### config.mk
export PLATFORM = sky130hd
export DESIGN_NAME = sbsdf_sqrt_cell
export DESIGN_NICKNAME = d
export VERILOG_FILES = /design/src/rtl/core/sbsdf_pkg.sv /design/src/rtl/core/sbsdf_sqrt_cell.sv
export SDC_FILE = /design/constraint.sdc
export NUM_CORES = 1
export LEC_CHECK = 0
export ABC_AREA = 1
export BUFFER_PORTS_ARGS = -buffer_cell sky130_fd_sc_hd__buf_2
export CELL_PAD_IN_SITES_DETAIL_PLACEMENT = 0
export CELL_PAD_IN_SITES_GLOBAL_PLACEMENT = 1
export CORE_AREA = 5 5 289 235
export DETAILED_ROUTE_END_ITERATION = 10
export DIE_AREA = 0 0 294 240
export MAX_ROUTING_LAYER = met4
export PLACE_DENSITY = 0.83
export SLEW_MARGIN = 25
export SYNTH_ARGS = -nofsm -noshare
export SYNTH_HDL_FRONTEND = slang
export SYNTH_SLANG_ARGS = --single-unit
### constraint.sdc
create_clock -name aclk -period 8.57 [get_ports aclk]
set_clock_uncertainty 0.05 [all_clocks]
set_input_delay 0.4285 -clock aclk [delete_from_list [all_inputs] [get_ports aclk]]
set_output_delay 0.4285 -clock aclk [all_outputs]
set_load 0.05 [all_outputs]
### src/rtl/core/sbsdf_pkg.sv
// sbsdf_pkg: shared widths, fixed-point shape constants and types for the socket base sdf
// depends on nothing; imported by every module of the block
`default_nettype none

package sbsdf_pkg;

    localparam int FRAC_BITS = 24;

    // coordinate, length and square-root widths
    localparam int PW       = 32;            // input coordinate width
    localparam int LW       = 34;            // signed width of intermediate lengths
    localparam int CW       = 32;            // clamped length component width
    localparam int SW       = 64;            // sum of squares width
    localparam int RW       = 34;            // rounded root width
    localparam int DW       = 36;            // signed width of part distances
    localparam int SQ_STEPS = SW / 2;        // one cell per root bit
    localparam int LANES    = 3;             // top box or engaged x, engaged y, bottom
    localparam int FRONT_STAGES = 4;

    // fixed-point constants, round to nearest with halves up
    localparam longint ONE        = 64'sd1 <<< FRAC_BITS;
    localparam longint K_BOT_XY   = (ONE * 5 + 50) / 100;
    localparam longint K_BOT_Z    = (ONE * 1 + 50) / 100;
    localparam longint K_TOP_HALF = (ONE * 175 + 5000) / 10000;
    localparam longint K_TOP_Z    = (ONE * 25 + 500) / 1000;
    localparam longint K_INSET    = (ONE * 5 + 500) / 1000;
    localparam longint K_TOP_OFS  = 2 * K_BOT_Z + K_TOP_Z;

    localparam logic signed [LW-1:0] C_BOT_XY   = LW'(K_BOT_XY);
    localparam logic signed [LW-1:0] C_BOT_Z    = LW'(K_BOT_Z);
    localparam logic signed [LW-1:0] C_TOP_HALF = LW'(K_TOP_HALF);
    localparam logic signed [LW-1:0] C_TOP_Z    = LW'(K_TOP_Z);
    localparam logic signed [LW-1:0] C_INSET    = LW'(K_INSET);
    localparam logic signed [LW-1:0] C_TOP_OFS  = LW'(K_TOP_OFS);
    localparam logic signed [LW-1:0] C_CLAMP    = LW'(64'sd1 <<< (PW - 1));

    localparam logic signed [DW-1:0] D_MAX = DW'(64'sd2147483647);
    localparam logic signed [DW-1:0] D_MIN = -DW'(64'sd2147483648);

    typedef enum logic [1:0] {
        TOP_INSERTED,
        TOP_ENGAGED,
        TOP_BOX
    } top_mode_t;

    // data that travels beside the square-root lanes
    typedef struct packed {
        top_mode_t              mode;
        logic signed [LW-1:0]   top_inside;
        logic signed [LW-1:0]   top_alt;
        logic signed [LW-1:0]   bot_inside;
    } side_t;

endpackage

`default_nettype wire

### src/rtl/core/sbsdf_sqrt_cell.sv
// sbsdf_sqrt_cell: one restoring step of the integer square root, two radicand bits
// per cell; uses sbsdf_pkg
`default_nettype none

module sbsdf_sqrt_cell (
    input  wire logic                     aclk,
    input  wire logic                     en,
    input  wire logic [sbsdf_pkg::SW-1:0] bit_val,
    input  wire logic [sbsdf_pkg::SW-1:0] rem_in,
    input  wire logic [sbsdf_pkg::SW-1:0] root_in,
    output logic [sbsdf_pkg::SW-1:0]      rem_out,
    output logic [sbsdf_pkg::SW-1:0]      root_out
);
    import sbsdf_pkg::*;

    logic [SW-1:0] trial;
    logic [SW-1:0] rem_next, root_next;
    logic [SW-1:0] rem_reg, root_reg;

    // try to take the next root bit
    always_comb begin
        trial = root_in + bit_val;
        if (rem_in >= trial) begin
            rem_next  = rem_in - trial;
            root_next = (root_in >> 1) + bit_val;
        end else begin
            rem_next  = rem_in;
            root_next = root_in >> 1;
        end
    end

    always_ff @(posedge aclk) begin
        if (en) begin
            rem_reg  <= rem_next;
            root_reg <= root_next;
        end
    end

    assign rem_out  = rem_reg;
    assign root_out = root_reg;

endmodule

`default_nettype wire

==> results.cfg, run 1 <==
[outcome]
status = finished, final reports clean

[cts]
cts_resized = 0
path_clk_slew_ns = 0.07
clockRootBuffer = clkbuf_16
htree_num_levels = 4
numCtsBuffers = 17
clock_path_buffers = 2
ctsHoldBuffers = 0
cts_tree = built
clkSinkCount = 128
postCtsSetupRepairBufs = 0

[die]
pin_count = 322
die_w_um = 294
coreArea_um2 = 64800
die_area_um2 = 70600
fp-row-count = 84
die_h_um = 240
start_util = 0.346

[critical_path]
startpoint_type = input pin
critPathMaxStageDelay_ns = 0.80
crit_family = simple AND/OR/NAND/NOR gates
critPathBufInv = 6
crit_fanout = 61
cp.arrival_ns = 6.07
cp-end-kind = flip-flop
cp_slowest_cell = nand3_4
path_common_cell = nand2_1
crit_type = input pin to flip-flop
required_ns = 8.76

[logic_synthesis]
ys_ff_latch = 128
netlist_area_um2 = 22400
yosys_warnings = 0
syn_area_per_cell_um2 = 5.44
synth_cells = 4122
synthesis.nets = 4509
ys_types = 40
yosysSeqAreaShare = 0.171

[cells_and_area]
stdcell_count = 5305
syn_to_final_growth_pct = 13.8
fin_area_um2 = 25500
layout-drive-gt1-share = 0.0873
nNetsFinal = 4818
fin_util = 0.393

[placement]
dpl-instance-area_um2 = 24900
numPortBuffers = 321
gp_congestion = 1.04
dp_cells = 5272
place_hpwl_mm = 85.9

[global_route]
grt_overflow = 0
grt_start_max_net_pins = 73
antenna_found_initial = 1
grt_pass1_wl_mm = 144
grtUsageTotal = 0.279
grt_pass1_vias = 24300

[hold_path]
hold_class = input pin to flip-flop
hold_path_end = rem_out[60]
whs_path_depth = 3
min_from = rem_in[60]

[drt]
ant_nets = 0
drtIter0Drc = 2182
num_vias = 25800
drc = 0
first_pass_iters = 5
via_per_inst = 4.87
routed_wl_mm = 98.5
wl_per_cell_um = 18.6

[timing]
grt_setup_unrepaired = no
finalCriticalPeriod_ns = 5.88
tightest_slew_ns = 0.910
finalSetupViolCount = 0
setup_tns_ns = 0
slew_violations = 0
post-route-period-util = 0.687
slew_headroom = 0.393
hold_viol = 0
fmax_mhz = 170

[power_and_ir_drop]
irDropWorstVdd_uv = 160
power_leakage_nw = 14.8
finalPower_w = 0.00467
powerDensity_nw_per_um2 = 183

[flow_run]
maxCapViolCount = 0
-- flip-flops by register name, summed over array words and instances (netlist names) --
register / cells
root_out: 64
rem_out: 64
-- stage by stage --
| step | hold slack [ns] | setup WS, ns |
|---|---|---|
| 6_report | 0.238 | 2.69 |
| 4_1_cts | 0.216 | 2.75 |
| 2_1_floorplan | 0.491 | 4.65 |
| 5_1_grt | 0.248 | 2.21 |
| 3_5_place_dp | 0.755 | 2.22 |
| 3_3_place_gp | 0.731 | 2.31 |
-- power breakdown --
group          internal (W)  switching, W  leakage [nW]  total, W
sequential         0.000885     0.0000449          1.25  0.000930
clock              0.000483      0.000352         0.300  0.000836
combinational      0.000784       0.00212          13.3   0.00291
total               0.00215       0.00252          14.8   0.00467
-- Yosys cell counts, drive strengths merged --
| cell type | instances | area [um^2] |
|---|---|---|
| xnor2 | 32 | 280 |
| and3b | 1 | 8.76 |
| nand3b | 23 | 173 |
| edfxtp | 128 | 3840 |
| and2 | 7 | 43.8 |
| and3 | 4 | 26.3 |
| a21o | 2 | 15.0 |
| a21oi | 169 | 857 |
| nor2 | 388 | 1480 |
| clkbuf | 13 | 48.8 |
| nor4 | 10 | 75.1 |
| nand3 | 208 | 1070 |
| nor3 | 39 | 206 |
| clkinv | 7 | 26.3 |
| buf | 23 | 228 |
| o21ai | 149 | 746 |
| or2 | 1 | 6.26 |
| fa | 3 | 60.1 |
| ha | 190 | 2380 |
| nor3b | 1 | 7.51 |
| nand2 | 1657 | 6240 |
| inv | 897 | 3370 |
| nand4 | 88 | 551 |
| xor2 | 65 | 569 |
| a31o | 1 | 8.76 |
| o21bai | 10 | 75.1 |
| o21a | 6 | 45.0 |
-- worst max path at each step --
stage | start | end | slack [ns] | cells after the start
after floorplan | bit_val[0] | rem_out[10] | 4.65 | 25
final | bit_val[0] | root_out[37] | 2.69 | 28
after global routing | bit_val[0] | root_out[30] | 2.21 | 28
after detailed placement | bit_val[0] | root_out[37] | 2.22 | 28
after global placement | bit_val[0] | rem_out[0] | 2.31 | 23
after CTS | bit_val[0] | root_out[23] | 2.75 | 26
-- final cells by class --
type	count	area (um^2)
diodes	1	2.50
well taps	860	1080
clock inverters	15	194
inverters	904	3390
repair buffers	326	1660
clock buffers	17	425
multi-input cells	3054	14900
flip-flops and latches	128	3840
fillers	7392	39300
-- cell usage in the layout (no fill, tap or decap), drive strengths merged, types with 2 or more instances in the layout --
cell      netlist  layout
o21bai         10      10
a21oi         169     169
ha            190     190
o21ai         149     149
buf            23     326
xor2           65      65
fa              3       3
o21a            6       6
nand2        1657    1657
clkinv          7      16
nor4           10      10
nand4          88      88
and3            4       4
xnor2          32      32
clkinvlp        0       2
nor2          388     388
nand3b         23      23
nand3         208     208
clkbuf         13      17
and2            7       7
edfxtp        128     128
a21o            2       2
bufinv          0       4
nor3           39      39
inv           897     897
-- routing by layer --
metal  wire length, um  track usage  vias to the layer above  share of wire
met5                 0            -                        -              0
met3              5940       0.0324                      116          0.060
met1             46000        0.378                    11600           0.47
li1                  -            -                    13300              -
met2             43500        0.441                      805           0.44
met4              3030       0.0839                        0          0.031
-- logic make-up (layout without fill, tap and decap cells) --
logic type,after synthesis,count (layout),share of synthesized area
and+or+nand+nor,2427,2427,0.440
buffers and inverters,940,1262,0.164
AOI/OAI and AO/OA,337,337,0.0779
adders and majority gates,193,193,0.109
DFF,128,128,0.171
xor gates and xnor gates,97,97,0.0379
other,0,1,0
No activity file was read; power rests on OpenSTA's default activity.
==> run 2, diff against run 1 <==
--- a/config.mk
+++ b/config.mk
@@ -5,15 +5,15 @@
 export SDC_FILE = /design/constraint.sdc
 export NUM_CORES = 1
 export LEC_CHECK = 0
-export ABC_AREA = 1
+export ABC_AREA = 0
 export BUFFER_PORTS_ARGS = -buffer_cell sky130_fd_sc_hd__buf_2
 export CELL_PAD_IN_SITES_DETAIL_PLACEMENT = 0
 export CELL_PAD_IN_SITES_GLOBAL_PLACEMENT = 1
-export CORE_AREA = 5 5 289 235
+export CORE_AREA = 5 5 251 204
 export DETAILED_ROUTE_END_ITERATION = 10
-export DIE_AREA = 0 0 294 240
+export DIE_AREA = 0 0 256 209
 export MAX_ROUTING_LAYER = met4
-export PLACE_DENSITY = 0.83
+export PLACE_DENSITY = 0.82
 export SLEW_MARGIN = 25
 export SYNTH_ARGS = -nofsm -noshare
 export SYNTH_HDL_FRONTEND = slang
==> constraint.sdc (replaced) <==
create_clock -name aclk -period 5.3 [get_ports aclk]
set_clock_uncertainty 0.05 [all_clocks]
set_input_delay 0.265 -clock aclk [delete_from_list [all_inputs] [get_ports aclk]]
set_output_delay 0.265 -clock aclk [all_outputs]
set_load 0.05 [all_outputs]
==> run 2 against run 1 <==
Sequential cell count is the same. Cell count shrank 36%. Hold slack lost 0.21 ns. Via count shrank 28%. Largest power group unchanged. Largest cell class unchanged. Synthesized cell count shrank 48%. Critical endpoint is now root_out[51]. Sequential power grew 67%.
==> results.cfg, run 2 <==
[outcome]
status = finished, final reports clean

[cells_and_area]
syn_to_final_growth_pct = 31.7
nNetsFinal = 3107
fin_area_um2 = 22100
final_common_cell = buf_4
mostFrequentLayoutCells = buf_4 (323), a21oi_1 (322), buf_2 (320), nand2_1 (208), nor2_1 (206)
layout-drive-gt1-share = 0.273

[timing]
post-route-period-util = 0.949
tightest_slew_ns = 0.763
setup_tns_ns = 0
hold_viol = 0
fmax_mhz = 199
finalCriticalPeriod_ns = 5.03
slew_headroom = 0.486
slew_violations = 0
finalSetupViolCount = 0

[drt]
first_pass_iters = 6
num_vias = 18700
wl_per_cell_um = 20.4
drtIter0Drc = 1890
routed_wl_mm = 69.1
drc = 0
ant_nets = 0
via_per_inst = 5.54

[logic_synthesis]
async_flop_share = 0
synthTopCellsByArea = edfxtp_1 (23%), ha_1 (14%), a21oi_1 (9.7%)
synth_edf_count = 128
synth_cells = 2137
yosys.cell_count.top_type = a21oi_1
synth_area_leader_cell = edfxtp_1
syn_area_per_cell_um2 = 7.86
yosys_warnings = 0
netlist_area_um2 = 16800
yosysSeqAreaShare = 0.229
ys_ff_latch = 128
ys_types = 85
yosysTopAreaCellShare = 0.229
synth_common_cells = a21oi_1 (324), nand2_1 (208), nor2_1 (206), ha_1 (190), edfxtp_1 (128)
synthesis.nets = 2524
synthFlopType = edfxtp_1

[cts]
numCtsBuffers = 17
clkSinkCount = 128
cts_tree = built
htree_num_levels = 4
path_clk_slew_ns = 0.06
clock_path_buffers = 2
clockRootBuffer = clkbuf_16

[die]
die_h_um = 209
fp-row-count = 73
start_util = 0.344
die_area_um2 = 53500
pin_count = 322
coreArea_um2 = 48800
die_w_um = 256

[hold_path]
hold_class = input pin to flip-flop
whs_path_depth = 3

[critical_path]
cp-end-kind = flip-flop
critPathMaxStageDelay_ns = 0.41
critPathLaunch = root_in[14]
setup.worst_path.end = root_out[51]
cp.arrival_ns = 5.23
path_common_cell = buf_4
cp_slowest_cell = a2111o_1
required_ns = 5.50
startpoint_type = input pin
crit_type = input pin to flip-flop
crit_fanout = 7

[global_route]
antenna_found_initial = 7
grt_pass1_vias = 17800
grt_pass1_wl_mm = 103
grt_start_max_net_pins = 129
grt_overflow = 0
grtUsageTotal = 0.250

[flow_run]
maxCapViolCount = 0

[placement]
place_hpwl_mm = 56.8
numPortBuffers = 321
gp_congestion = 0.998
dpl-instance-area_um2 = 21200

[power_and_ir_drop]
irDropWorstVdd_uv = 273
powerDensity_nw_per_um2 = 362
power_leakage_nw = 10.1
==> run 2: worst min path at each step <==
stage | startpoint | endpoint | slack, ns
finish | root_in[62] | root_out[61] | 0.03
global route | rem_in[6] | rem_out[6] | 0.03
CTS | root_in[62] | root_out[61] | 0.0007
detailed placement | rem_in[12] | rem_out[12] | 0.52
global placement | rem_in[12] | rem_out[12] | 0.52
floorplan | en | rem_out[0] | 0.33
==> run 2: power by group <==
| part | switching (W) | internal [W] | total [W] |
|---|---|---|---|
| Clock | 0.000512 | 0.000684 | 0.00120 |
| Combinational | 0.00328 | 0.00198 | 0.00526 |
| Sequential | 0.0000778 | 0.00148 | 0.00155 |
==> run 2: logic make-up (layout without fill, tap and decap cells) <==
logic type	count (synthesis)	in the layout	share of synthesized area
AO/OA/AOI/OAI	806	806	0.302
XOR/XNOR	166	166	0.0866
adder cells (fa/ha/maj)	193	193	0.145
buffers and inverters	157	752	0.0435
flip-flops	128	128	0.229
multiplexers	4	4	0.00253
other	0	8	0
AND/OR/NAND/NOR	683	683	0.191
==> run 2: timing repair <==
item,CTS,global route
setup endpoints to repair,5,128
hold buffers,3,0
resized for setup,1,30
endpoints found under the hold margin,3,0
pin swaps,0,10
cloned,0,4
buffers inserted,0,7
==> run 2: layer usage <==
layer	track usage	wire, um	vias to the layer above
met5	-	0	-
met4	0.0742	1600	0
met3	0.0441	5470	92
met2	0.344	27800	720
met1	0.373	34200	8777
li1	-	-	9126
==> run 2: stage by stage <==
step | hold WS (ns) | worst slack [ns] | utilization | total power, W | cells
3_3_place_gp | 0.520 | -0.526 | 0.435 | 0.00654 | 3324
2_1_floorplan | 0.327 | 0.256 | - | 0.00482 | 2137
6_report | 0.0309 | 0.272 | 0.454 | 0.00801 | 3377
5_1_grt | 0.0304 | -0.0269 | 0.454 | 0.00849 | 3376
4_1_cts | 0.000712 | 0.0297 | 0.447 | 0.00781 | 3358
3_5_place_dp | 0.518 | -0.548 | 0.435 | 0.00658 | 3324
==> run 2: critical path: cells and delay by family <==
| family | cells | cell delay [ns] |
|---|---|---|
| and+or+nand+nor | 9 | 1.69 |
| adders and majority gates | 2 | 0.64 |
| buffers and inverters | 6 | 0.86 |
| xor gates and xnor gates | 1 | 0.14 |
| AOI/OAI and AO/OA | 7 | 1.62 |
==> run 2: final cells by class <==
| cell class | count | area, um^2 |
|---|---|---|
| Clock inverter | 14 | 140 |
| Tap cell | 637 | 797 |
| Inverter | 63 | 236 |
| Antenna cell | 8 | 20.0 |
| Clock buffer | 17 | 425 |
| Multi-Input combinational cell | 1852 | 12300 |
| Fill cell | 4914 | 26600 |
| Sequential cell | 128 | 3840 |
| Timing Repair Buffer | 658 | 4330 |
