<file path="src/rtl/core/sbsdf_pkg.sv">
// sbsdf_pkg: shared widths, fixed-point shape constants and types for the socket base sdf
// depends on nothing; imported by every module of the block
`default_nettype none

package sbsdf_pkg;

    localparam int FRAC_BITS = 24;

    // coordinate, length and square-root widths
    localparam int PW       = 32;            // input coordinate width
    localparam int LW       = 34;            // signed width of intermediate lengths
    localparam int CW       = 32;            // clamped length component width
    localparam int SW       = 64;            // sum of squares width
    localparam int RW       = 34;            // rounded root width
    localparam int DW       = 36;            // signed width of part distances
    localparam int SQ_STEPS = SW / 2;        // one cell per root bit
    localparam int LANES    = 3;             // top box or engaged x, engaged y, bottom
    localparam int FRONT_STAGES = 4;

    // fixed-point constants, round to nearest with halves up
    localparam longint ONE        = 64'sd1 <<< FRAC_BITS;
    localparam longint K_BOT_XY   = (ONE * 5 + 50) / 100;
    localparam longint K_BOT_Z    = (ONE * 1 + 50) / 100;
    localparam longint K_TOP_HALF = (ONE * 175 + 5000) / 10000;
    localparam longint K_TOP_Z    = (ONE * 25 + 500) / 1000;
    localparam longint K_INSET    = (ONE * 5 + 500) / 1000;
    localparam longint K_TOP_OFS  = 2 * K_BOT_Z + K_TOP_Z;

    localparam logic signed [LW-1:0] C_BOT_XY   = LW'(K_BOT_XY);
    localparam logic signed [LW-1:0] C_BOT_Z    = LW'(K_BOT_Z);
    localparam logic signed [LW-1:0] C_TOP_HALF = LW'(K_TOP_HALF);
    localparam logic signed [LW-1:0] C_TOP_Z    = LW'(K_TOP_Z);
    localparam logic signed [LW-1:0] C_INSET    = LW'(K_INSET);
    localparam logic signed [LW-1:0] C_TOP_OFS  = LW'(K_TOP_OFS);
    localparam logic signed [LW-1:0] C_CLAMP    = LW'(64'sd1 <<< (PW - 1));

    localparam logic signed [DW-1:0] D_MAX = DW'(64'sd2147483647);
    localparam logic signed [DW-1:0] D_MIN = -DW'(64'sd2147483648);

    typedef enum logic [1:0] {
        TOP_INSERTED,
        TOP_ENGAGED,
        TOP_BOX
    } top_mode_t;

    // data that travels beside the square-root lanes
    typedef struct packed {
        top_mode_t              mode;
        logic signed [LW-1:0]   top_inside;
        logic signed [LW-1:0]   top_alt;
        logic signed [LW-1:0]   bot_inside;
    } side_t;

endpackage

`default_nettype wire

</file>
<file path="src/rtl/core/sbsdf_back.sv">
// sbsdf_back: rounds the three roots, forms top and bottom distances, takes the
// minimum and saturates into the output register; uses sbsdf_pkg
`default_nettype none

module sbsdf_back (
    input  wire logic                                        aclk,
    input  wire logic                                        en,
    input  wire logic [sbsdf_pkg::LANES-1:0][sbsdf_pkg::SW-1:0] rem_in,
    input  wire logic [sbsdf_pkg::LANES-1:0][sbsdf_pkg::SW-1:0] root_in,
    input  wire sbsdf_pkg::side_t                            side_in,
    output logic signed [sbsdf_pkg::PW-1:0]                  signed_distance
);
    import sbsdf_pkg::*;

    // round to nearest, ties down
    logic [LANES-1:0][RW-1:0] rnd_reg;
    side_t                    side_reg;

    always_ff @(posedge aclk) begin
        if (en) begin
            for (int l = 0; l < LANES; l++) begin
                rnd_reg[l] <= RW'(root_in[l]) + RW'(rem_in[l] > root_in[l]);
            end
            side_reg <= side_in;
        end
    end

    // top and bottom part distances
    logic signed [DW-1:0] ra, rb, rc, alt, top_next, bot_next, top_reg, bot_reg;

    always_comb begin
        ra  = DW'(rnd_reg[0]);
        rb  = DW'(rnd_reg[1]);
        rc  = DW'(rnd_reg[2]);
        alt = DW'(side_reg.top_alt);
        unique case (side_reg.mode)
            TOP_INSERTED: begin
                top_next = alt;
            end
            TOP_ENGAGED: begin
                top_next = (ra < rb) ? ra : rb;
                if (alt < top_next) begin
                    top_next = alt;
                end
            end
            TOP_BOX: begin
                top_next = ra + DW'(side_reg.top_inside);
            end
            default: begin
                top_next = ra + DW'(side_reg.top_inside);
            end
        endcase
        bot_next = rc + DW'(side_reg.bot_inside);
    end

    always_ff @(posedge aclk) begin
        if (en) begin
            top_reg <= top_next;
            bot_reg <= bot_next;
        end
    end

    // minimum and saturation
    logic signed [DW-1:0] dmin;
    logic signed [PW-1:0] dist_next, dist_reg;

    always_comb begin
        dmin = (top_reg < bot_reg) ? top_reg : bot_reg;
        if (dmin > D_MAX) begin
            dist_next = PW'(D_MAX);
        end else if (dmin < D_MIN) begin
            dist_next = PW'(D_MIN);
        end else begin
            dist_next = PW'(dmin);
        end
    end

    always_ff @(posedge aclk) begin
        if (en) begin
            dist_reg <= dist_next;
        end
    end

    assign signed_distance = dist_reg;

endmodule

`default_nettype wire

</file>
<file path="config.mk">
export PLATFORM = sky130hd
export DESIGN_NAME = sbsdf_back
export DESIGN_NICKNAME = d
export VERILOG_FILES = /design/src/rtl/core/sbsdf_pkg.sv /design/src/rtl/core/sbsdf_back.sv
export SDC_FILE = /design/constraint.sdc
export NUM_CORES = 1
export LEC_CHECK = 0
export BUFFER_PORTS_ARGS = -buffer_cell sky130_fd_sc_hd__buf_2
export CORE_MARGIN = 1.5
export CORE_UTILIZATION = 55
export CTS_CLUSTER_DIAMETER = 150
export DETAILED_ROUTE_END_ITERATION = 7
export PLACE_DENSITY = 0.89
export SLEW_MARGIN = 20
export SYNTH_ARGS = -nofsm -noshare
export SYNTH_HDL_FRONTEND = slang
export SYNTH_SLANG_ARGS = --single-unit
</file>
<file path="constraint.sdc">
create_clock -name aclk -period 9.5 [get_ports aclk]
set_input_delay 1.425 -clock aclk [delete_from_list [all_inputs] [get_ports aclk]]
set_output_delay 1.425 -clock aclk [all_outputs]
set_load 0.01 [all_outputs]
</file>
==> results of run 1 <==
[worst max-delay path, stage by stage, from the launching register on]
cell	delay, ns
edfxtp_1	0.47
ha_1	0.35
nand4_1	0.24
nor2_1	0.08
nor2_1	0.09
nand2_1	0.06
a221oi_1	0.60
o31ai_4	0.14
buf_4	0.35
mux2i_1	0.27
ha_1	0.28
a21o_1	0.18
a21o_1	0.17
a221oi_1	0.29
o211ai_1	0.15
a2111oi_0	0.38
a21oi_1	0.12
o22a_1	0.18
ha_1	0.28
and2_1	0.29
nand2_1	0.73
nor2_1	0.11
a311o_1	0.29
[cells in the final DEF, fill, tap and decap left out, types with 12 or more instances in the layout]
| cell type | count |
|---|---|
| clkbuf_16 | 36 |
| nand3_1 | 56 |
| o2bb2ai_1 | 32 |
| inv_1 | 288 |
| a21o_1 | 97 |
| nor3_1 | 46 |
| nand2b_1 | 18 |
| mux2i_1 | 35 |
| edfxtp_1 | 310 |
| a21oi_1 | 182 |
| nand2_1 | 96 |
| nor2b_1 | 22 |
| nor2_1 | 103 |
| xnor2_1 | 126 |
| ha_1 | 369 |
| nand4_1 | 68 |
| and3_1 | 31 |
| nor4_1 | 14 |
| o21bai_1 | 13 |
| o21ai_0 | 112 |
| xor2_1 | 23 |
| a31oi_1 | 16 |
| or3_1 | 12 |
| o21a_1 | 19 |
| a211oi_1 | 18 |
| diode_2 | 17 |
| buf_2 | 520 |
[cell type report]
cell class                 instances  area (um^2)  area share, %
timing repair buffer             526         2670           9.61
clock buffer                      41          920           3.31
sequential                       310         9310           33.6
antenna                           17         42.5          0.153
inverter                         288         1080           3.90
tap                              539          674           2.43
multi-input combinational       1655        12800           46.3
clock inverter                    21          204          0.735
[cells by family after synthesis]
| group | after synthesis |
|---|---|
| buf+inv | 324 |
| mux | 39 |
| flops | 310 |
| simple gates | 514 |
| fa+ha+maj | 371 |
| xor+xnor | 149 |
| compound gates | 582 |
[metal layers]
| metal | vias to the layer above | share of wire (%) |
|---|---|---|
| li1 | 9557 | - |
| met1 | 9672 | 40 |
| met2 | 998 | 47 |
| met3 | 231 | 7.3 |
| met4 | 0 | 5.9 |
| met5 | - | 0 |
[how the worst max path moves through the flow]
stage | start | end | slack (ns) | cells past startpoint
floorplan | root_in[103] | rb[32]$_DFFE_PP_ | 3.96 | 21
global placement | root_in[103] | rb[32]$_DFFE_PP_ | 3.08 | 22
detailed placement | root_in[102] | rb[32]$_DFFE_PP_ | 2.99 | 22
CTS | ra[30]$_DFFE_PP_ | top_reg[10]$_DFFE_PP_ | 3.16 | 22
global route | ra[31]$_DFFE_PP_ | top_reg[15]$_DFFE_PP_ | 2.62 | 22
finish | ra[30]$_DFFE_PP_ | top_reg[10]$_DFFE_PP_ | 3.10 | 22
[power groups by stage]
stage                     clock [mW]  combinational [mW]  sequential [mW]
final                           1.34                1.42             1.88
after global routing            1.40                1.56             1.89
after CTS                       1.35                1.39             1.88
after detailed placement           0                1.38             1.90
after global placement             0                1.34             1.90
after floorplan                    0               0.869             1.85
==> impl_results.md, run 1 <==
- Outcome: complete, no violations
- CTS tree: built
- WP data arrival: 6.69 ns
- Routed Antenna Nets: 0
- Die width: 209 um
- Area leader, netlist: edfxtp_1
- Final #Nets: 3,677
- Comb pwr share: 30.6%
- Hold slack: 0.542 ns
- Clock buffer count from CTS: 35
- Most frequent cells after synthesis: 369 x ha_1, 310 x edfxtp_1, 288 x inv_1, 182 x a21oi_1, 126 x xnor2_1
- All-Layer GR Usage: between 30% and 40%
- Worst slew margin: 12.6%
- Detailed-route via count: about 20,000
- Largest register FFs: 70
- Die outline height: approximately 210 um
- Worst setup path category: flop to flop
- Final wirelength: 77,900 um
- Inst Count DP: ~3,300
- Final worst path period need: 6.40 ns
- Area contributors post-synth: edfxtp_1 40%, ha_1 20%, xnor2_1 4.7%
- Std cell rows: 75
- Int Power: a little over 3 mW
- Worst hold path endpoint: bot_reg[0]$_DFFE_PP_
- Cell area after synthesis: between 20,000 and 25,000 um^2
- Busiest layer in global routing: met2
- Synth Net Count: 3,150
- Static leakage: between 10 and 15 nW
- R2R setup slack: 3.10 ns
- Largest family of logic cells by synthesized area: adder cells
- I/O Buffers: 521
- Reg-to-reg endpoint: top_reg[10]$_DFFE_PP_
- Synth Area in Adders: between 10% and 20%
- FILL cells: 3,294
- I/O pins: ~520
- Switching Fraction: 32.9%
- R2r startpoint: ra[30]$_DFFE_PP_
- Vias in the first global route: approximately 20,000
- Via density: about 6.0
- Tightest Pin Transition: ~1.3 ns
- Post-synth EDFFs: 310
- H-Tree Depth: 2
- Top FF cell, synth: edfxtp_1
- Synthesized instance count: 2,289
- Compound-Gate Fraction of Synth Area: 16.1%
- Seq/Total Area, Yosys: 39.8%
- Clock Power Share: a little under 30%
- CTS root buf: clkbuf_16
- Hold Vio Cnt, Final: 0
- Fmax: 156 MHz
- Area growth syn-to-layout: 18.7%
- Drt first pass iters: 6
- RD Place Congestion: 1.01
- Mux cell area share after synthesis: about 1.7%
- Setup ws final: 3.10 ns
- Synth Area in Simple Gates: 11.6%
- GRT overflow: 0
- Hold WC Path Type: flop to flop
- Clk sinks: 310
- Final setup TNS: 0 ns
- Final Cycle Share: just under 70%
- Yosys cell types: 87
- Slew Viols, Final: 0
- Fin area: about 28,000 um^2
- GRT met3 Usage: 5.82%
- YS warnings: 0
- Clock transition at path regs: 0.06 ns
- Synthesis-stage register bit count: between 300 and 400
- Core ar.: ~42,000 um^2
- Layout cell share with drive strength beyond 1: 21.7%
- Final setup skew: 0.0258 ns
- First-pass GRT wire length: 116,000 um
- CP Launch Type: flop
- Dpl cell area: 26,600 um^2
- Wire length per cell: 22.9 um
- Reg power frac: between 40% and 50%
- Worst-path fanout max: 35
- Unrepaired setup endpoints after global routing: false
- Worst vdd ir: 0.115 mV
- Tot Pwr: 4.63 mW
- Finished Layout Cells: 3,397
- Initial core utilization: 55.7%
- Sw Pwr: 1.53 mW
- Cell with the most instances after synthesis: ha_1
- CTS max path bufs: 3
- Cts repair resizes: 0
- Skew-Pair Late Insertion Delay: roughly 0.55 ns
- 1st-iter DRT viols: 1,812
- XOR/XNOR Fraction of Synth Area: 5.58%
- WHS Path Cells: 1
- DRC errors left: 0
- Post-CTS Setup Repair Bufs: 0
- Min-delay src: rc[0]$_DFFE_PP_
- Syn Area/Cell: between 10 and 15 um^2
- Largest net degree at the start of global routing: between 200 and 250
- Top-area cell type share of the netlist area: about two fifths
- Crit. End Element: flop
- Initial antenna violation count: 15
- DP Worst Slack: 2.99 ns
- Share of synthesized registers carrying an async set or reset: 0%
- DIE AREA: 43,800 um^2
- Pwr/cell area: roughly 170 nW/um^2
- Met2 GRT Util: 57.4%
- Met1 GRT Util: 43.8%
- Detailed Place HPWL: 65,200 um
- CTS Hold Bufs: 0
- Fin util: between 60 and 70%
- Max_cap viols: 0
- Req. time, crit path: slightly below 10 ns
- Final setup fails: 0
- Worst R2R Path Depth: 22
Note: power is estimated with default switching activity, not from simulation.
==> run 2, diff against run 1 <==
--- a/config.mk
+++ b/config.mk
@@ -5,12 +5,13 @@
 export SDC_FILE = /design/constraint.sdc
 export NUM_CORES = 1
 export LEC_CHECK = 0
+export ABC_AREA = 1
 export BUFFER_PORTS_ARGS = -buffer_cell sky130_fd_sc_hd__buf_2
 export CORE_MARGIN = 1.5
-export CORE_UTILIZATION = 55
+export CORE_UTILIZATION = 51
 export CTS_CLUSTER_DIAMETER = 150
 export DETAILED_ROUTE_END_ITERATION = 7
-export PLACE_DENSITY = 0.89
+export PLACE_DENSITY = 0.86
 export SLEW_MARGIN = 20
 export SYNTH_ARGS = -nofsm -noshare
 export SYNTH_HDL_FRONTEND = slang
==> constraint.sdc (replaced) <==
create_clock -name aclk -period 5.2 [get_ports aclk]
set_input_delay 0.78 -clock aclk [delete_from_list [all_inputs] [get_ports aclk]]
set_output_delay 0.78 -clock aclk [all_outputs]
set_load 0.01 [all_outputs]
==> run 2 against run 1 <==
Effect of this change: cell count up 22%; core utilization down 4.9 points; worst hold slack worse by 0.12 ns; final area up 5.8%; sequential power up 81%; routed wire length up 2.3%; highest routed layer is now met5; flip-flop and latch count unchanged.
==> impl_results.md, run 2 <==
- Clock buffer count from CTS: 35
- Clk sinks: 310
- GRT overflow: 0
- Inst Count DP: roughly 4,100
- Largest family of logic cells by synthesized area: simple AND/OR/NAND/NOR gates
- Share of synthesized registers carrying an async set or reset: 0%
- Cell with the most instances after synthesis: nand2_1
- H-Tree Depth: 2
- 1st-iter DRT viols: 1,988
- CTS root buf: clkbuf_16
- Seq/Total Area, Yosys: a little under two fifths
- Worst-path fanout max: 35
- Via density: 5.60
- Drt first pass iters: 6
- Synth Net Count: around 3,800
- Detailed-route via count: 23,200
- Wire length per cell: 19.2 um
- Largest net degree at the start of global routing: 129
- Area growth syn-to-layout: 18.0%
- Detailed Place HPWL: between 60,000 and 70,000 um
- Layout cell share with drive strength beyond 1: 17.9%
- I/O Buffers: 521
- Cts repair resizes: 0
- Die width: roughly 220 um
- Std cell rows: 80
- Worst setup path category: flop to flop
- Largest register FFs: 70
- XOR/XNOR Fraction of Synth Area: under 10%
- RD Place Congestion: 1.05
- Outcome: complete, no violations
- CTS Hold Bufs: 0
- Fmax: 210 MHz
- Top-area cell type share of the netlist area: a little under two fifths
- Post-CTS Setup Repair Bufs: 0
- Fin util: 61.2%
- Area contributors post-synth: edfxtp_1 37%, ha_1 19%, nand2_1 9.8%
- First-pass GRT wire length: 120,000 um
- Die outline height: 224 um
- Cell area after synthesis: 24,900 um^2
- WP data arrival: 5.03 ns
- Most frequent cells after synthesis: 651 x nand2_1, 439 x inv_1, 369 x ha_1, 310 x edfxtp_1, 218 x a21oi_1
- Routed Antenna Nets: 0
- Final wirelength: 79,700 um
- YS warnings: 0
- Worst vdd ir: 0.186 mV
- Worst slew margin: 33.4%
- Max_cap viols: 0
- CP Launch Type: flop
- Final setup skew: 0.0219 ns
- Finished Layout Cells: ~4,100
- Fin area: 29,300 um^2
- I/O pins: around 520
- CTS max path bufs: 3
- Synthesis-stage register bit count: 310
- Dpl cell area: 28,200 um^2
- Final setup TNS: 0 ns
- Most common cell after layout, fill and taps aside: nand2_1
- All-Layer GR Usage: 31.2%
- Post-synth EDFFs: 310
- Clock transition at path regs: 0.07 ns
- Final Cycle Share: 91.6%
- Slew Viols, Final: 0
- Pwr/cell area: 298 nW/um^2
- DIE AREA: about 50,000 um^2
- Synthesized instance count: around 2,900
- Synth Area in Adders: 18.7%
- Final setup fails: 0
- Yosys cell types: 47
- Tightest Pin Transition: 1.00 ns
- Initial core utilization: 51.9%
- DRC errors left: 0
- Crit. End Element: flop
- Compound-Gate Fraction of Synth Area: 11.8%
- Synth Area in Simple Gates: 19.8%
- Hold WC Path Type: input port to flop
- Area leader, netlist: edfxtp_1
- Top FF cell, synth: edfxtp_1
- Most frequent cells in the layout: 651 x nand2_1, 520 x buf_2, 439 x inv_1, 368 x ha_1, 310 x edfxtp_1
- Req. time, crit path: 5.47 ns
- Syn Area/Cell: 8.44 um^2
- CTS tree: built
- Vias in the first global route: between 20,000 and 25,000
- Initial antenna violation count: 14
- Static leakage: around 14 nW
- Final worst path period need: 4.76 ns
- Hold Vio Cnt, Final: 0
- Final #Nets: 4,341
- Core ar.: 47,900 um^2
- Mux cell area share after synthesis: 0%
- Skew-Pair Late Insertion Delay: between 0.5 and 0.6 ns
- Unrepaired setup endpoints after global routing: false
run 2: critical path: stages (launching register included):
cell	delay [ns]
edfxtp_1	0.41
ha_1	0.33
a21oi_1	0.16
o21ai_0	0.11
nand2_1	0.07
nand2_1	0.07
nor2_1	0.26
nand3_2	0.14
buf_4	0.26
o21ai_0	0.77
ha_1	0.38
nand2_1	0.07
o21ai_0	0.09
a21oi_1	0.12
nor2_1	0.06
nor2_1	0.12
nand3_1	0.11
ha_2	0.37
buf_4	0.28
nand2_1	0.09
o211ai_1	0.13
nand3_1	0.11
run 2: worst paths after layout:
check	to	slack, ns	from	cells after the start
worst max-delay path	top_reg[31]$_DFFE_PP_	0.44	ra[29]$_DFFE_PP_	21
worst min-delay path	side_reg[85]$_DFFE_PP_	0.42	side_in[85]	1
worst min register to register	bot_reg[0]$_DFFE_PP_	0.57	rc[0]$_DFFE_PP_	1
worst max register to register	top_reg[31]$_DFFE_PP_	0.44	ra[29]$_DFFE_PP_	21
run 2: stage by stage:
stage	setup slack [ns]	hold WS (ns)	power [mW]
global placement	0.494	0.574	6.21
global route	0.161	0.413	9.25
CTS	0.553	0.414	8.73
finish	0.437	0.419	8.75
floorplan	1.12	0.513	5.24
detailed placement	0.452	0.567	6.27
run 2: area by class of cell:
class,instances,area [um^2]
clock inverter,18,164
fill,4177,18600
clock buffer,45,956
multi-input combinational,2158,13700
inverter,443,1660
antenna,17,42.5
sequential,310,9310
tap,615,769
timing repair buffer,532,2730
run 2: layer usage:
layer,vias up,wire [um],GRT usage (%),share of wire (%)
met2,1126,36400,51.3,46
met1,10600,33100,41.1,42
met3,186,6520,4.55,8.2
met5,-,13,0,0.016
met4,2,3620,13.5,4.5
li1,11200,-,-,-
run 2: cells by family after synthesis:
family / Yosys count
compound gates: 520
xor+xnor: 137
fa+ha+maj: 371
buf+inv: 480
flops: 310
simple gates: 1130
run 2: power breakdown:
part / switching, mW / internal (mW) / total [mW]
sequential: 0.210 / 3.20 / 3.41
combinational: 1.85 / 1.03 / 2.88
clock: 1.01 / 1.45 / 2.46
==> run 3, diff against run 2 <==
--- a/config.mk
+++ b/config.mk
@@ -6,12 +6,13 @@
 export NUM_CORES = 1
 export LEC_CHECK = 0
 export ABC_AREA = 1
-export BUFFER_PORTS_ARGS = -buffer_cell sky130_fd_sc_hd__buf_2
+export BUFFER_PORTS_ARGS = -buffer_cell sky130_fd_sc_hd__buf_4
 export CORE_MARGIN = 1.5
-export CORE_UTILIZATION = 51
+export CORE_UTILIZATION = 52
+export CTS_BUF_LIST = sky130_fd_sc_hd__clkbuf_4
 export CTS_CLUSTER_DIAMETER = 150
 export DETAILED_ROUTE_END_ITERATION = 7
-export PLACE_DENSITY = 0.86
+export PLACE_DENSITY = 0.88
 export SLEW_MARGIN = 20
 export SYNTH_ARGS = -nofsm -noshare
 export SYNTH_HDL_FRONTEND = slang
==> run 3 against run 2 <==
Effect of this change: the run now ends with design-rule violations left; worst hold slack lost 0.26 ns; via count grew 1.4%; fmax shrank 4.2%; critical path depth shrank 3; routed wire length grew 3.4%.
==> impl_results.md, run 3 (synthesized netlist as in run 2, its figures left out) <==
- Highest routed metal layer: met4
- RD Place Congestion: 1.00
- Hold Vio Cnt, Final: 0
- Routed Antenna Nets: 0
- Min-delay src: side_in[79]
- Initial antenna violation count: 3
- Core ar.: about 47,000 um^2
- Final setup TNS: 0 ns
- Switching Fraction: 36.7%
- Fin util: 65.2%
- Final worst path period need: 4.97 ns
- Fin area: about 31,000 um^2
- Final wirelength: 82,400 um
- Req. time, crit path: 5.73 ns
- Layout cell share with drive strength beyond 1: 19.8%
- Clock buffer count from CTS: a little over 80
- Final setup skew: 0.0399 ns
- WP data arrival: 5.50 ns
- Failing checks: design-rule violations
- Sw Pwr: 3.17 mW
- Tightest Pin Transition: 0.931 ns
- Largest net degree at the start of global routing: 107
- R2r startpoint: ra[33]$_DFFE_PP_
- Clk sinks: 310
- Worst slew margin: 37.9%
- I/O pins: 522
- Multi-input gate area: 13,700 um^2
- All-Layer GR Usage: between 30 and 40%
- FILL cells: between 3,000 and 4,000
- H-Tree Depth: 3
- WHS Path Cells: 1
- Wire length per cell: around 20 um
- Largest register FFs: 70
- Initial core utilization: 53.1%
- DRC errors left: 2
- Final Cycle Share: ~96%
- CTS root buf: clkbuf_4
- CTS tree: built
- Crit. End Element: flop
- Die width: 222 um
- Seq. cell area: 9310 um^2
- CTS Hold Bufs: 0
- Clock transition at path regs: ~0.07 ns
- Hold slack: 0.160 ns
- Met3 wire length: 6570 um
- Worst-path fanout max: 48
- I/O Buffers: ~520
- DIE AREA: 49,200 um^2
- Reg power frac: 39.6%
- Metal-1 WL: 33,600 um
- Worst setup path category: flop to flop
- Drt first pass iters: 8
- Cts repair resizes: 0
- Std cell rows: 79
- Vias in the first global route: 22,800
- Detailed-route via count: about 23,000
- Worst vdd ir: ~0.15 mV
- Max_cap viols: 0
- Detailed Place HPWL: about 70,000 um
- Reg-to-reg endpoint: top_reg[0]$_DFFE_PP_
- Int Power: 5.47 mW
- Tot Pwr: 8.64 mW
- R2R setup slack: roughly 0.23 ns
- Worst hold path endpoint: side_reg[79]$_DFFE_PP_
- GRT overflow: 0
- Most common cell after layout, fill and taps aside: nand2_1
- Worst R2R Path Depth: 18
- Area growth syn-to-layout: 22.7%
- Fmax: 201 MHz
- First-pass GRT wire length: 126,000 um
- Static leakage: 14.9 nW
- Die outline height: around 220 um
- Pwr/cell area: 283 nW/um^2
- CP Launch Type: flop
- WL met2: 39,100 um
- Via density: 5.59
- Hold WC Path Type: input port to flop
- Slew Viols, Final: 0
- Dpl cell area: between 20,000 and 30,000 um^2
- Final #Nets: ~4,400
- 1st-iter DRT viols: 2,359
- Most frequent cells in the layout: 651 x nand2_1, 529 x buf_4, 439 x inv_1, 368 x ha_1, 310 x edfxtp_1
- Final setup fails: 0
- Skew-Pair Late Insertion Delay: about 0.8 ns
- Clock Power Share: 25.0%
- Post-CTS Setup Repair Bufs: 0
- Outcome: finished with violations
- Unrepaired setup endpoints after global routing: false
- CTS max path bufs: 3
- Comb pwr share: 35.3%
[run 3: cell count changes in the layout (fill, tap and decap cells not counted), sizes merged]
| cell | before | now |
|---|---|---|
| buf | 532 | 533 |
| bufinv | 3 | 2 |
| clkbuf | 45 | 108 |
| clkinv | 13 | 31 |
| clkinvlp | 2 | 1 |
| diode | 17 | 4 |
| inv | 443 | 446 |
[run 3: power groups by stage]
stage               clock network, mW  registers (mW)  logic [mW]
floorplan                           0            3.40        1.84
global placement                    0            3.46        2.90
detailed placement                  0            3.47        2.98
CTS                              2.20            3.42        3.00
global route                     2.33            3.44        3.40
finish                           2.16            3.42        3.05
[run 3: worst max-delay path, cell delays in order, from the launching register on]
cell,delay (ns)
edfxtp_1,0.43
ha_1,0.33
a21oi_1,0.16
o21a_1,0.15
nand2_1,0.07
nor2_1,0.23
nand3_2,0.27
o21ai_0,0.77
ha_1,0.25
nand4_1,0.11
or3_1,0.34
nor4_1,0.47
nand3_1,0.15
nand3_1,0.10
ha_2,0.29
buf_12,0.18
o21ai_0,0.15
o21ai_0,0.11
buf_4,0.14
[run 3: how the worst max path moves through the flow]
stage,startpoint,endpoint,cells after the start
after floorplan,ra[25]$_DFFE_PP_,top_reg[11]$_DFFE_PP_,23
after global placement,rem_in[63],ra[32]$_DFFE_PP_,19
after detailed placement,rem_in[62],ra[32]$_DFFE_PP_,19
after CTS,ra[33]$_DFFE_PP_,top_reg[0]$_DFFE_PP_,18
after global routing,ra[32]$_DFFE_PP_,top_reg[0]$_DFFE_PP_,20
final,ra[33]$_DFFE_PP_,top_reg[0]$_DFFE_PP_,18
[run 3: metal layers]
| metal | vias to the layer above | global-route usage [%] |
|---|---|---|
| met3 | 172 | 6.02 |
| met1 | 10800 | 42.3 |
| met2 | 1196 | 55.4 |
| met5 | - | 0 |
| met4 | 0 | 13.3 |
| li1 | 11400 | - |
[run 3: stage by stage]
step,std cells,worst slack (ns)
after floorplan,2948,1.12
after global placement,4051,0.241
after detailed placement,4051,0.198
after CTS,4196,0.423
after global routing,4199,0.0692
final,4200,0.226
[run 3: final cells by class]
cell class / instances / area share [%]
inverters: 443 / 5.45
repair buffers: 533 / 13.3
clock buffers: 108 / 2.66
clock inverters: 37 / 0.689
flip-flops and latches: 310 / 30.5
well taps: 607 / 2.49
multi-input cells: 2158 / 44.9
diodes: 4 / 0.0328
